<file path="src/rtl/core/wrf_pkg.sv">
package wrf_pkg;

    localparam int PIX_W   = 8;
    localparam int ROW_W   = 12;
    localparam int COL_W   = 10;
    localparam int LW_W    = 11;
    localparam int MODE_W  = 2;
    localparam int GEO_W   = 13;
    localparam int PADDR_W = 4;
    localparam int PDATA_W = 32;

    localparam logic [1:0] REG_RANK_MODE    = 2'd0;
    localparam logic [1:0] REG_LINE_WIDTH   = 2'd1;
    localparam logic [1:0] REG_FRAME_HEIGHT = 2'd2;

    localparam logic [MODE_W-1:0] RANK_MODE_RST    = 2'd1;
    localparam logic [LW_W-1:0]   LINE_WIDTH_RST   = 11'd1024;
    localparam logic [ROW_W-1:0]  FRAME_HEIGHT_RST = 12'd480;

    typedef enum logic [MODE_W-1:0] {
        MODE_MIN    = 2'd0,
        MODE_MEDIAN = 2'd1,
        MODE_MAX    = 2'd2
    } t_mode;

    typedef struct packed {
        logic [ROW_W-1:0] row;
        logic [COL_W-1:0] col;
        logic             last;
    } t_tag;

    typedef struct packed {
        logic rd_en;
        logic wr_en;
    } t_lb_ctl;

    typedef struct packed {
        logic adv;
        logic shift;
        logic emit;
    } t_win_ctl;

endpackage

</file>
<file path="src/rtl/core/wrf_rank.sv">
module wrf_rank #(
    parameter int KSIZE = 3
) (
    input  logic                            i_clk,
    input  logic                            i_rst_n,
    input  wrf_pkg::t_win_ctl               i_ctl,
    input  logic [KSIZE*wrf_pkg::PIX_W-1:0] i_col,
    input  wrf_pkg::t_tag                   i_tag,
    input  logic [wrf_pkg::MODE_W-1:0]      i_mode,
    output logic                            o_valid,
    output logic [wrf_pkg::PIX_W-1:0]       o_pix,
    output wrf_pkg::t_tag                   o_tag
);
    import wrf_pkg::*;

    localparam int N  = KSIZE * KSIZE;
    localparam int RW = $clog2(N);

    logic [PIX_W-1:0] r_win [N];
    logic             r_s2_valid;
    t_tag             r_s2_tag;

    logic             r_s3_valid;
    t_tag             r_s3_tag;
    logic [PIX_W-1:0] r_s3_vals [N];
    logic [N-1:0]     r_s3_lt [N];
    logic [N-1:0]     n_lt [N];

    logic             r_s4_valid;
    t_tag             r_s4_tag;
    logic [PIX_W-1:0] r_s4_vals [N];
    logic [N-1:0]     r_sel;
    logic [N-1:0]     n_sel;
    logic [RW-1:0]    target;

    logic             r_out_valid;
    logic [PIX_W-1:0] r_out_pix;
    t_tag             r_out_tag;
    logic [PIX_W-1:0] n_pix;

    function automatic logic [RW-1:0] count_ones(input logic [N-1:0] bits);
        logic [RW-1:0] sum;
        sum = '0;
        for (int i = 0; i < N; i++) begin
            sum = sum + RW'(bits[i]);
        end
        return sum;
    endfunction

    always_ff @(posedge i_clk) begin
        if (!i_rst_n) begin
            for (int i = 0; i < N; i++) begin
                r_win[i] <= '0;
            end
        end else if (i_ctl.shift) begin
            for (int r = 0; r < KSIZE; r++) begin
                for (int c = 0; c < KSIZE - 1; c++) begin
                    r_win[r*KSIZE+c] <= r_win[r*KSIZE+c+1];
                end
                r_win[r*KSIZE+KSIZE-1] <= i_col[r*PIX_W +: PIX_W];
            end
        end
    end

    // Ties are broken by window position, so the ranks always form a permutation.
    always_comb begin
        for (int i = 0; i < N; i++) begin
            for (int j = 0; j < N; j++) begin
                n_lt[i][j] = (j != i) && ((r_win[j] < r_win[i]) ||
                             ((r_win[j] == r_win[i]) && (j < i)));
            end
        end
    end

    always_comb begin
        unique case (i_mode)
            MODE_MIN:    target = '0;
            MODE_MEDIAN: target = RW'(N / 2);
            default:     target = RW'(N - 1);
        endcase
    end

    always_comb begin
        for (int i = 0; i < N; i++) begin
            n_sel[i] = (count_ones(r_s3_lt[i]) == target);
        end
    end

    always_comb begin
        n_pix = '0;
        for (int i = 0; i < N; i++) begin
            n_pix = n_pix | (r_sel[i] ? r_s4_vals[i] : '0);
        end
    end

    always_ff @(posedge i_clk) begin
        if (!i_rst_n) begin
            r_s2_valid  <= 1'b0;
            r_s3_valid  <= 1'b0;
            r_s4_valid  <= 1'b0;
            r_out_valid <= 1'b0;
        end else if (i_ctl.adv) begin
            r_s2_valid  <= i_ctl.shift && i_ctl.emit;
            r_s3_valid  <= r_s2_valid;
            r_s4_valid  <= r_s3_valid;
            r_out_valid <= r_s4_valid;
        end
    end

    always_ff @(posedge i_clk) begin
        if (i_ctl.adv) begin
            r_s2_tag  <= i_tag;
            r_s3_tag  <= r_s2_tag;
            r_s3_vals <= r_win;
            r_s3_lt   <= n_lt;
            r_s4_tag  <= r_s3_tag;
            r_s4_vals <= r_s3_vals;
            r_sel     <= n_sel;
            r_out_tag <= r_s4_tag;
            r_out_pix <= n_pix;
        end
    end

    assign o_valid = r_out_valid;
    assign o_pix   = r_out_pix;
    assign o_tag   = r_out_tag;

    a_sel_onehot: assert property (@(posedge i_clk) disable iff (!i_rst_n)
        r_s4_valid |-> $onehot(r_sel))
        else $error("rank select is not one-hot");

endmodule

</file>
<file path="config.mk">
export PLATFORM = sky130hd
export DESIGN_NAME = wrf_rank
export DESIGN_NICKNAME = d
export VERILOG_FILES = /design/src/rtl/core/wrf_pkg.sv /design/src/rtl/core/wrf_rank.sv
export SDC_FILE = /design/constraint.sdc
export NUM_CORES = 1
export LEC_CHECK = 0
export BUFFER_PORTS_ARGS = -buffer_cell sky130_fd_sc_hd__buf_2
export CORE_UTILIZATION = 55
export DETAILED_ROUTE_END_ITERATION = 10
export PLACE_DENSITY = 0.7
export SYNTH_ARGS = -nofsm -noshare
export SYNTH_HDL_FRONTEND = slang
export SYNTH_SLANG_ARGS = --single-unit
</file>
<file path="constraint.sdc">
create_clock -name i_clk -period 5.55 [get_ports i_clk]
set_clock_uncertainty 0.2 [all_clocks]
set_input_delay 0.555 -clock i_clk [delete_from_list [all_inputs] [get_ports i_clk]]
set_output_delay 0.555 -clock i_clk [all_outputs]
set_load 0.005 [all_outputs]
</file>
==> summary.txt, run 1 <==
Yosys
  – Synth async-reset ratio: 0%
  – Share of the synthesized area in the top cell type: 46.28%
  – Area contributors post-synth: edfxtp_1 (46%), ha_1 (19%), dfxtp_1 (7.2%)
  – Synth warn: 0
  – Register bit count reported by yosys: 401
  – Post-synth EDFFs: 325
  – Area of the mapped netlist: 21090 sq um
  – Seq/Total Area, Yosys: 53.49%
  – Top_reg_cell synth: edfxtp_1
  – Post-Syn Nets: 1988
  – Library cells used by synthesis: 37
  – Mapped Cells: 1583
  – Cell taking the most area after synthesis: edfxtp_1
  – Syn_area_per_cell: 13.32 sq um

Timing
  – Min Tclk post-route: 3.344 ns
  – Final slew viol count: 0
  – Tcrit/Tclk final: 60.25%
  – Setup tns final: 0 ns
  – Endpoints failing setup: 0
  – Slew headroom: 30.91%
  – Worst-Margin Slew: 1.035 ns
  – RSZ-0062 raised after global routing: no
  – Final hold vios: 0
  – Max Clock Freq: 299.1 MHz

Floorplanning
  – Die ar.: 39130 sq um
  – Ports: 86
  – Initial core utilization: 55.99%
  – # rows: 71
  – Chip Width: 197.8 um
  – Core area: 37670 sq um
  – Chip height: 197.8 um

Place
  – DP HPWL: 37.22 mm
  – IO Port Bufs: 85
  – GP Congestion: 0.9068

Status
  – Status: completed

Critical path
  – Flop2flop setup slack: 2.21 ns
  – Worst EP arrival: 3.55 ns
  – CP max FO: 2
  – FF-to-FF End: r_sel[2]$_DFFE_PP_
  – Worst EP required: 5.76 ns
  – Worst-case reg-to-reg path depth: 10
  – Startpoint types: flip-flop
  – Kind of critical path: flip-flop to flip-flop
  – R2R Path Start: r_s3_lt[54]$_DFFE_PP_
  – Worst setup path endpoint: r_sel[2]$_DFFE_PP_
  – Critical Path Start: r_s3_lt[54]$_DFFE_PP_
  – Endpoint class of the critical path: flip-flop

GRT
  – Initial antenna violation count: 2
  – First-pass GRT wire length: 80.74 mm
  – Number of global-route vias before repair: 13240
  – Grt total ovfl: 0
  – GRT Total Usage: 28.60%
  – Largest net degree at the start of global routing: 105

Clock network
  – CTS root buf: clkbuf_16
  – Clock tree buffer depth: 3
  – Post-CTS Setup Inserts: 0
  – CTS Sinks: 401
  – H-tree Lvls: 2
  – Clk Latency, worst-skew pair: 0.58 ns
  – TritonCTS clock tree: yes
  – Clock-pin transition on the worst setup and hold timing paths: 0.06 ns
  – TritonCTS Buffers: 43

Layout
  – Number of diodes: 0
  – Util after Layout: 63.00%
  – Most frequent cells in the layout: edfxtp_1 (325), ha_1 (315), a21oi_1 (140), nor2b_1 (111)
  – Commonest non-fill, non-tap cell in the layout: edfxtp_1
  – Share of layout cells above drive strength 1: 11.57%
  – Layout overhead on the synthesized area: 12.52%
  – Nets: 2125

Power
  – Power Total: 0.008188 W
  – VDD IR max: 0.2503 mV
  – Static leakage: 9.561 nW
  – Pwr Density: 345.1 nW/um^2

Hold path
  – Worst hold path class: input pin to flip-flop
  – Hold Startpoint: i_col[0]

Route
  – Iteration-0 DRC Markers: 925
  – Total Wirelength: 54.18 mm
  – Routed vias: 13500
  – Avg WL per Cell: 23.92 um
  – Vias per cell: 5.960
  – Post-route DRC: 0
  – Post-detailed-route count of antenna-violating nets: 0
  – DR pass1 iterations: 7

Job
  – Max Cap Violations: 0
## how the worst min path moves through the flow
| stage | cells after the start | endpoint | slack, ns |
|---|---|---|---|
| CTS | 3 | r_win[48]$_SDFFE_PN0P_ | 0.02 |
| detailed placement | 0 | o_tag[10]$_DFFE_PP_ | 0.20 |
| global route | 3 | r_win[27]$_SDFFE_PN0P_ | 0.05 |
| floorplan | 0 | o_tag[0]$_DFFE_PP_ | 0.20 |
| finish | 3 | r_win[48]$_SDFFE_PN0P_ | 0.04 |
| global placement | 0 | o_tag[18]$_DFFE_PP_ | 0.20 |
## state kept, by name, indices dropped and copies added (netlist names)
register,count
r_s3_lt,72
r_s3_vals,72
r_s4_vals,72
r_win,72
o_tag,23
r_s2_tag,23
r_s3_tag,23
r_s4_tag,23
r_sel,9
o_pix,8
o_valid,1
r_s2_valid,1
r_s3_valid,1
r_s4_valid,1
## layout make-up
class                   count  area (sq um)
clock inverters            24         202.7
fillers                  2873         13940
repair buffers            120         783.3
inverters                  83         311.5
clock buffers              55          1171
flip-flops and latches    401         11280
multi-input cells        1071          9340
well taps                 511         639.4
## kinds of logic after synthesis
logic type,Yosys count,share of synthesized area [%]
multiplexers,75,3.560
adder cells (fa/ha/maj),351,22.11
XOR/XNOR,27,1.121
buffers and inverters,111,2.219
AO/OA/AOI/OAI,322,9.244
flip-flops,401,53.49
AND/OR/NAND/NOR,296,8.259
## critical path, stage by stage, from the launching register on
cell and delay (ns):
edfxtp_1 0.31, inv_1 0.05, fa_1 0.55, fa_1 0.43, fa_1 0.49, inv_1 0.04
ha_1 0.20, fa_1 0.38, xor2_1 0.18, xnor2_1 0.13, nor4_2 0.20
## layer usage
metal | up-vias | routed length (um) | GRT usage (%)
met5 | - | 26 | 0
met4 | 4 | 2292 | 12.75
met3 | 121 | 3551 | 4.463
met2 | 485 | 24510 | 45.67
met1 | 6575 | 23800 | 38.63
li1 | 6314 | - | -
## synth_stat cells (28+ instances only)
master	count
a21oi_1	140
dfxtp_1	76
edfxtp_1	325
fa_1	36
ha_1	315
inv_1	83
mux2i_1	75
nand2_1	55
nand4_1	66
nor2b_1	111
o211ai_1	36
o21a_1	28
o21ai_0	64
or2_2	30
## power by group
part	total (W)	internal, W	switching (W)	leakage, nW
sequential	0.00379	0.00355	0.000232	3.84
combinational	0.00164	0.000755	0.000886	5.06
clock	0.00276	0.00160	0.00116	0.667
## per-stage QoR
| stage | std cells | setup slack, ns | area (sq um) | hold WS, ns |
|---|---|---|---|---|
| after floorplan | 1583 | 2.314 | 21090 | 0.2003 |
| after global placement | 2163 | 2.257 | 22130 | 0.2006 |
| after detailed placement | 2163 | 2.204 | 22130 | 0.2045 |
| after CTS | 2265 | 2.201 | 23730 | 0.02470 |
| after global routing | 2265 | 2.088 | 23730 | 0.05126 |
| final | 2265 | 2.206 | 23730 | 0.03705 |
## repair_timing
item / 4_1_cts / 5_1_grt
endpoints found under the hold margin: 23 / 0
gates resized for setup: 0 / 0
hold buffers: 23 / 0
(Power assumes the default switching activity.)
==> run 2, diff against run 1 <==
- PLACE_DENSITY: 0.7 -> 0.73
- clock period: 5.55 -> 2.7 ns (I/O delays scaled with it)
==> run 2 against run 1 <==
Net effect:
- the flow now finishes with violations (setup timing)
- sequential share of layout area decreased by 2.1 points
- core utilization increased by 3.0 points
- critical path depth unchanged
- hold slack improved by 0.037 ns
- combinational power increased by 140%
- total power increased by 110%
- worst setup slack got worse by 2.8 ns
- register-to-register slack got worse by 2.8 ns
- wire length increased by 7.0%
- clock power increased by 110%
- via count increased by 4.7%
==> summary.txt, run 2 (synthesized netlist as in run 1, its figures left out) <==
Route
  – Vias per cell: 5.934
  – Avg WL per Cell: 24.33 um
  – Routed vias: 14130
  – Iteration-0 DRC Markers: 1095
  – Post-route DRC: 0
  – Post-detailed-route count of antenna-violating nets: 0
  – Total Wirelength: 57.95 mm
  – DR pass1 iterations: 8

GRT
  – Largest net degree at the start of global routing: 64
  – Number of global-route vias before repair: 14110
  – Global Route met3 Usage: 5.621%
  – Busiest grt layer: met2
  – Met1 track utilization from global routing: 40.66%
  – Met2 usage: 48.94%
  – First-pass GRT wire length: 86.53 mm
  – Grt total ovfl: 0
  – Initial antenna violation count: 4
  – GRT Total Usage: 30.83%

Power
  – Switching Share: 28.08%
  – Power Internal: 0.01251 W
  – Static leakage: 10.16 nW
  – Seq pwr share: 44.4%
  – Power Total: 0.01740 W
  – Clock power frac: 33.2%
  – Logic pwr share: 22.4%
  – Switching pwr: 0.004885 W
  – VDD IR max: 0.5324 mV
  – Pwr Density: 700.3 nW/um^2

Place
  – GP Congestion: 0.9408
  – Post-DP Area: 22890 sq um
  – DP HPWL: 42.80 mm
  – IO Port Bufs: 85

Floorplanning
  – Die ar.: 39130 sq um
  – Core area: 37670 sq um
  – Chip height: 197.8 um
  – Ports: 86
  – # rows: 71
  – Chip Width: 197.8 um
  – Initial core utilization: 55.99%

Critical path
  – FF-to-FF End: r_sel[2]$_DFFE_PP_
  – Critical Path Start: r_s3_lt[58]$_DFFE_PP_
  – R2R Path Start: r_s3_lt[58]$_DFFE_PP_
  – CP max FO: 2
  – Crit path top cell by count: fa_1
  – Slowest stage delay, CP: 0.54 ns
  – Startpoint types: flip-flop
  – Worst EP required: 2.92 ns
  – Critical-path cell list: inv_2, fa_1, fa_1, fa_1, inv_2, ha_4, fa_2, xor2_1, xnor2_1, nor4_2
  – Worst EP arrival: 3.47 ns
  – Endpoint class of the critical path: flip-flop
  – Kind of critical path: flip-flop to flip-flop
  – Worst setup path endpoint: r_sel[2]$_DFFE_PP_
  – Critical path depth: 10
  – Critical-path top delay cell: fa_1
  – Flop2flop setup slack: -0.55 ns
  – Buffer and inverter count on the worst path: 2
  – Worst-case reg-to-reg path depth: 10
  – Top Family by Delay on Critical Path: adder cells

Layout
  – Nets: 2241
  – Most frequent cells in the layout: edfxtp_1 (325), ha_1 (313), a21oi_1 (140), nor2b_1 (111), buf_4 (96)
  – Util after Layout: 65.95%
  – Commonest non-fill, non-tap cell in the layout: edfxtp_1
  – Fin area: 24840 sq um
  – Share of layout cells above drive strength 1: 16.79%
  – # fillers: 2724
  – Layout overhead on the synthesized area: 17.79%

Timing
  – Final Worst Setup Slack: -0.5498 ns
  – Max Clock Freq: 307.7 MHz
  – Tcrit/Tclk final: 120.4%
  – Worst-Margin Slew: 0.8229 ns
  – Final slew viol count: 0
  – Slew headroom: 45.14%
  – Setup tns final: -3.244 ns
  – RSZ-0062 raised after global routing: yes
  – Min Tclk post-route: 3.250 ns
  – Endpoints failing setup: 9
  – Final hold vios: 0

Clock network
  – Clk Latency, worst-skew pair: 0.58 ns
  – CTS root buf: clkbuf_16
  – CTS Sinks: 401
  – Clock tree buffer depth: 3
  – TritonCTS clock tree: yes
  – TritonCTS Buffers: 42
  – Clock-pin transition on the worst setup and hold timing paths: 0.06 ns
  – H-tree Lvls: 2

Hold path
  – Hold Startpoint: i_rst_n
  – Worst hold path class: input pin to flip-flop

Job
  – Max Cap Violations: 0

Status
  – Status: complete, but fails checks
  – Failing checks: setup timing
-- run 2: cell count changes in the layout (fill, tap and decap cells not counted), sizes merged --
cell,before,now
buf,97,188
dlygate4sd3,23,49
clkbuf,55,62
clkinv,14,9
clkinvlp,4,1
bufinv,2,3
diode,0,1
inv,87,86
-- run 2: per-layer routing --
layer  up-vias  part of all wire (%)
met5         -                     0
met4         0                   5.1
met3       144                   8.0
met2       583                    45
met1      6855                    42
li1       6552                     -
-- run 2: power groups by stage --
| stage | clock network, W | registers, W | logic [W] |
|---|---|---|---|
| final | 0.00578 | 0.00772 | 0.00390 |
| after global routing | 0.00609 | 0.00775 | 0.00433 |
| after CTS | 0.00589 | 0.00772 | 0.00381 |
| after detailed placement | 0 | 0.00784 | 0.00369 |
| after global placement | 0 | 0.00782 | 0.00349 |
| after floorplan | 0 | 0.00760 | 0.00256 |
-- run 2: area by class of cell --
type	count	area, sq um	area share (%)
Inverter	83	311.5	1.254
Multi-Input combinational cell	1071	9425	37.94
Clock inverter	16	181.4	0.7303
Tap cell	511	639.4	2.574
Clock buffer	62	1199	4.825
Sequential cell	401	11280	45.41
Timing Repair Buffer	237	1802	7.253
Antenna cell	1	2.502	0.01007
-- run 2: worst min path at each step --
stage	cells after the start	end	slack, ns
2_1_floorplan	0	r_s2_tag[0]$_DFFE_PP_	0.17
3_3_place_gp	0	r_s4_vals[7]$_DFFE_PP_	0.20
3_5_place_dp	0	r_s3_tag[0]$_DFFE_PP_	0.20
4_1_cts	2	r_win[32]$_SDFFE_PN0P_	0.05
5_1_grt	3	r_win[0]$_SDFFE_PN0P_	0.11
6_report	2	r_win[52]$_SDFFE_PN0P_	0.07
-- run 2: repair_timing --
action | 4_1_cts | 5_1_grt
endpoints found under the hold margin | 103 | 0
setup endpoints to repair | 9 | 9
resized for setup | 3 | 4
buffers inserted | 2 | 3
hold buffers | 49 | 0
pin swaps | 32 | 35
-- run 2: through the flow --
step                instances  worst slack [ns]  hold WS, ns
finish                   2382           -0.5498      0.07419
global route             2381           -0.6440       0.1130
CTS                      2378           -0.5600      0.05239
detailed placement       2249           -0.5854       0.2045
global placement         2249           -0.5413       0.2002
floorplan                1583           -0.4719       0.1689
==> run 3, diff against run 2 <==
- SKIP_CTS_REPAIR_TIMING: default -> 1
==> run 3 against run 2 <==
Net effect:
- combinational power shrank 2%
- core utilization shrank 0.10 points
- critical path type unchanged
- total power shrank 0.24%
- die area is the same
- the run still ends with setup timing left
- non-clock buffer count shrank 3
- clock-buffer cell count is the same
- clock power is essentially flat
==> summary.txt, run 3 (synthesized netlist as in run 1, its figures left out) <==
Timing
  – Final Worst Setup Slack: -0.5508 ns
  – RSZ-0062 raised after global routing: yes
  – Min Tclk post-route: 3.251 ns
  – Final hold vios: 0
  – WHS: 0.07511 ns
  – Slew headroom: 44.78%
  – Final slew viol count: 0
  – Setup tns final: -3.055 ns
  – Tcrit/Tclk final: 120.4%
  – Endpoints failing setup: 9
  – Max Clock Freq: 307.6 MHz
  – Worst-Margin Slew: 0.8284 ns

Critical path
  – Worst-case reg-to-reg path depth: 10
  – Endpoint class of the critical path: flip-flop
  – R2R Path Start: r_s3_lt[54]$_DFFE_PP_
  – Flop2flop setup slack: -0.55 ns
  – Top Family by Delay on Critical Path: adder cells
  – Critical-path cell list: inv_2, fa_1, fa_1, fa_1, inv_2, ha_4, fa_2, xor2_1, xnor2_1, nor4_2
  – Crit path top cell by count: fa_1
  – Slowest stage delay, CP: 0.54 ns
  – Startpoint types: flip-flop
  – Worst EP required: 2.91 ns
  – Critical-path top delay cell: fa_1
  – FF-to-FF End: r_sel[2]$_DFFE_PP_
  – Kind of critical path: flip-flop to flip-flop
  – CP max FO: 2
  – Buffer and inverter count on the worst path: 2
  – Worst EP arrival: 3.46 ns

Route
  – Routed vias: 14130
  – Post-detailed-route count of antenna-violating nets: 0
  – Vias per cell: 5.939
  – Post-route DRC: 0
  – Iteration-0 DRC Markers: 1045
  – Total Wirelength: 58.22 mm
  – Avg WL per Cell: 24.47 um
  – DR pass1 iterations: 6

Place
  – GP Congestion: 0.9408
  – Placed Cells: 2249
  – IO Port Bufs: 85
  – DP HPWL: 42.80 mm

Power
  – VDD IR max: 0.5312 mV
  – Pwr Density: 699.7 nW/um^2
  – Power Total: 0.01736 W
  – Static leakage: 10.14 nW

Clock network
  – Clock tree buffer depth: 3
  – TritonCTS Buffers: 42
  – H-tree Lvls: 2
  – CTS root buf: clkbuf_16
  – CTS Sinks: 401
  – Clk Latency, worst-skew pair: 0.58 ns
  – TritonCTS clock tree: yes
  – Clock-pin transition on the worst setup and hold timing paths: 0.06 ns

Floorplanning
  – Ports: 86
  – Chip Width: 197.8 um
  – # rows: 71
  – Initial core utilization: 55.99%
  – Core area: 37670 sq um
  – Chip height: 197.8 um
  – Die ar.: 39130 sq um

Status
  – Failing checks: setup timing
  – Status: complete, but fails checks

Layout
  – Util after Layout: 65.85%
  – Layout overhead on the synthesized area: 17.62%
  – Final Non-Filler Cells: 2379
  – Commonest non-fill, non-tap cell in the layout: edfxtp_1
  – Most frequent cells in the layout: edfxtp_1 (325), ha_1 (313), a21oi_1 (140), nor2b_1 (111), buf_4 (93)
  – # fillers: 2728
  – Share of layout cells above drive strength 1: 16.55%
  – Nets: 2238

GRT
  – Grt total ovfl: 0
  – Initial antenna violation count: 4
  – GRT Total Usage: 30.56%
  – Number of global-route vias before repair: 13880
  – First-pass GRT wire length: 85.62 mm
  – Largest net degree at the start of global routing: 64

Hold path
  – Hold worst-path end: r_win[32]$_SDFFE_PN0P_
  – Hold Startpoint: i_rst_n
  – Worst hold path class: input pin to flip-flop
  – Hold Path Stages: 2

Job
  – Max Cap Violations: 0
[run 3: changes by cell type in the layout (fill, tap and decap cells not counted), sizes merged]
cell,previous run,this run
buf,188,185
[run 3: routing by layer]
| layer | track usage, % | wire, um |
|---|---|---|
| met1 | 40.41 | 24220 |
| met2 | 48.30 | 26310 |
| met3 | 5.433 | 4543 |
| met4 | 15.79 | 3143 |
| met5 | 0 | 0 |
[run 3: cell type report]
class	instances	area (sq um)	share of cell area, %
Inverter	83	311.5	1.256
Timing Repair Buffer	234	1779	7.173
Clock inverter	16	181.4	0.7314
Multi-Input combinational cell	1071	9410	37.94
Tap cell	511	639.4	2.578
Sequential cell	401	11280	45.48
Antenna cell	1	2.502	0.01009
Clock buffer	62	1199	4.833
[run 3: through the flow]
| step | cell area, sq um | worst slack, ns |
|---|---|---|
| 6_report | 24800 | -0.5508 |
| 5_1_grt | 24800 | -0.6414 |
| 4_1_cts | 24270 | -0.5946 |
| 3_5_place_dp | 22890 | -0.5854 |
| 3_3_place_gp | 22890 | -0.5413 |
| 2_1_floorplan | 21130 | -0.4719 |
[run 3: worst register-to-register path: cells and delay by family (launching register included)]
family	cells	cell delay, ns
xor gates and xnor gates	2	0.30
adders and majority gates	5	1.95
buffers and inverters	2	0.09
DFF	1	0.33
and+or+nand+nor	1	0.21
[run 3: worst max-delay path by stage]
stage | start | end | slack, ns | depth (start not counted)
floorplan | r_s3_lt[58]$_DFFE_PP_ | r_sel[2]$_DFFE_PP_ | -0.47 | 10
global placement | r_s3_lt[58]$_DFFE_PP_ | r_sel[2]$_DFFE_PP_ | -0.54 | 10
detailed placement | r_s3_lt[58]$_DFFE_PP_ | r_sel[2]$_DFFE_PP_ | -0.59 | 10
CTS | r_s3_lt[58]$_DFFE_PP_ | r_sel[2]$_DFFE_PP_ | -0.59 | 10
global route | r_s3_lt[54]$_DFFE_PP_ | r_sel[2]$_DFFE_PP_ | -0.64 | 10
finish | r_s3_lt[54]$_DFFE_PP_ | r_sel[2]$_DFFE_PP_ | -0.55 | 10
[run 3: where the power goes]
part           internal, W  switching (W)  leakage, nW
registers          0.00730       0.000421         3.84
clock network      0.00339        0.00239        0.674
logic              0.00178        0.00207         5.63
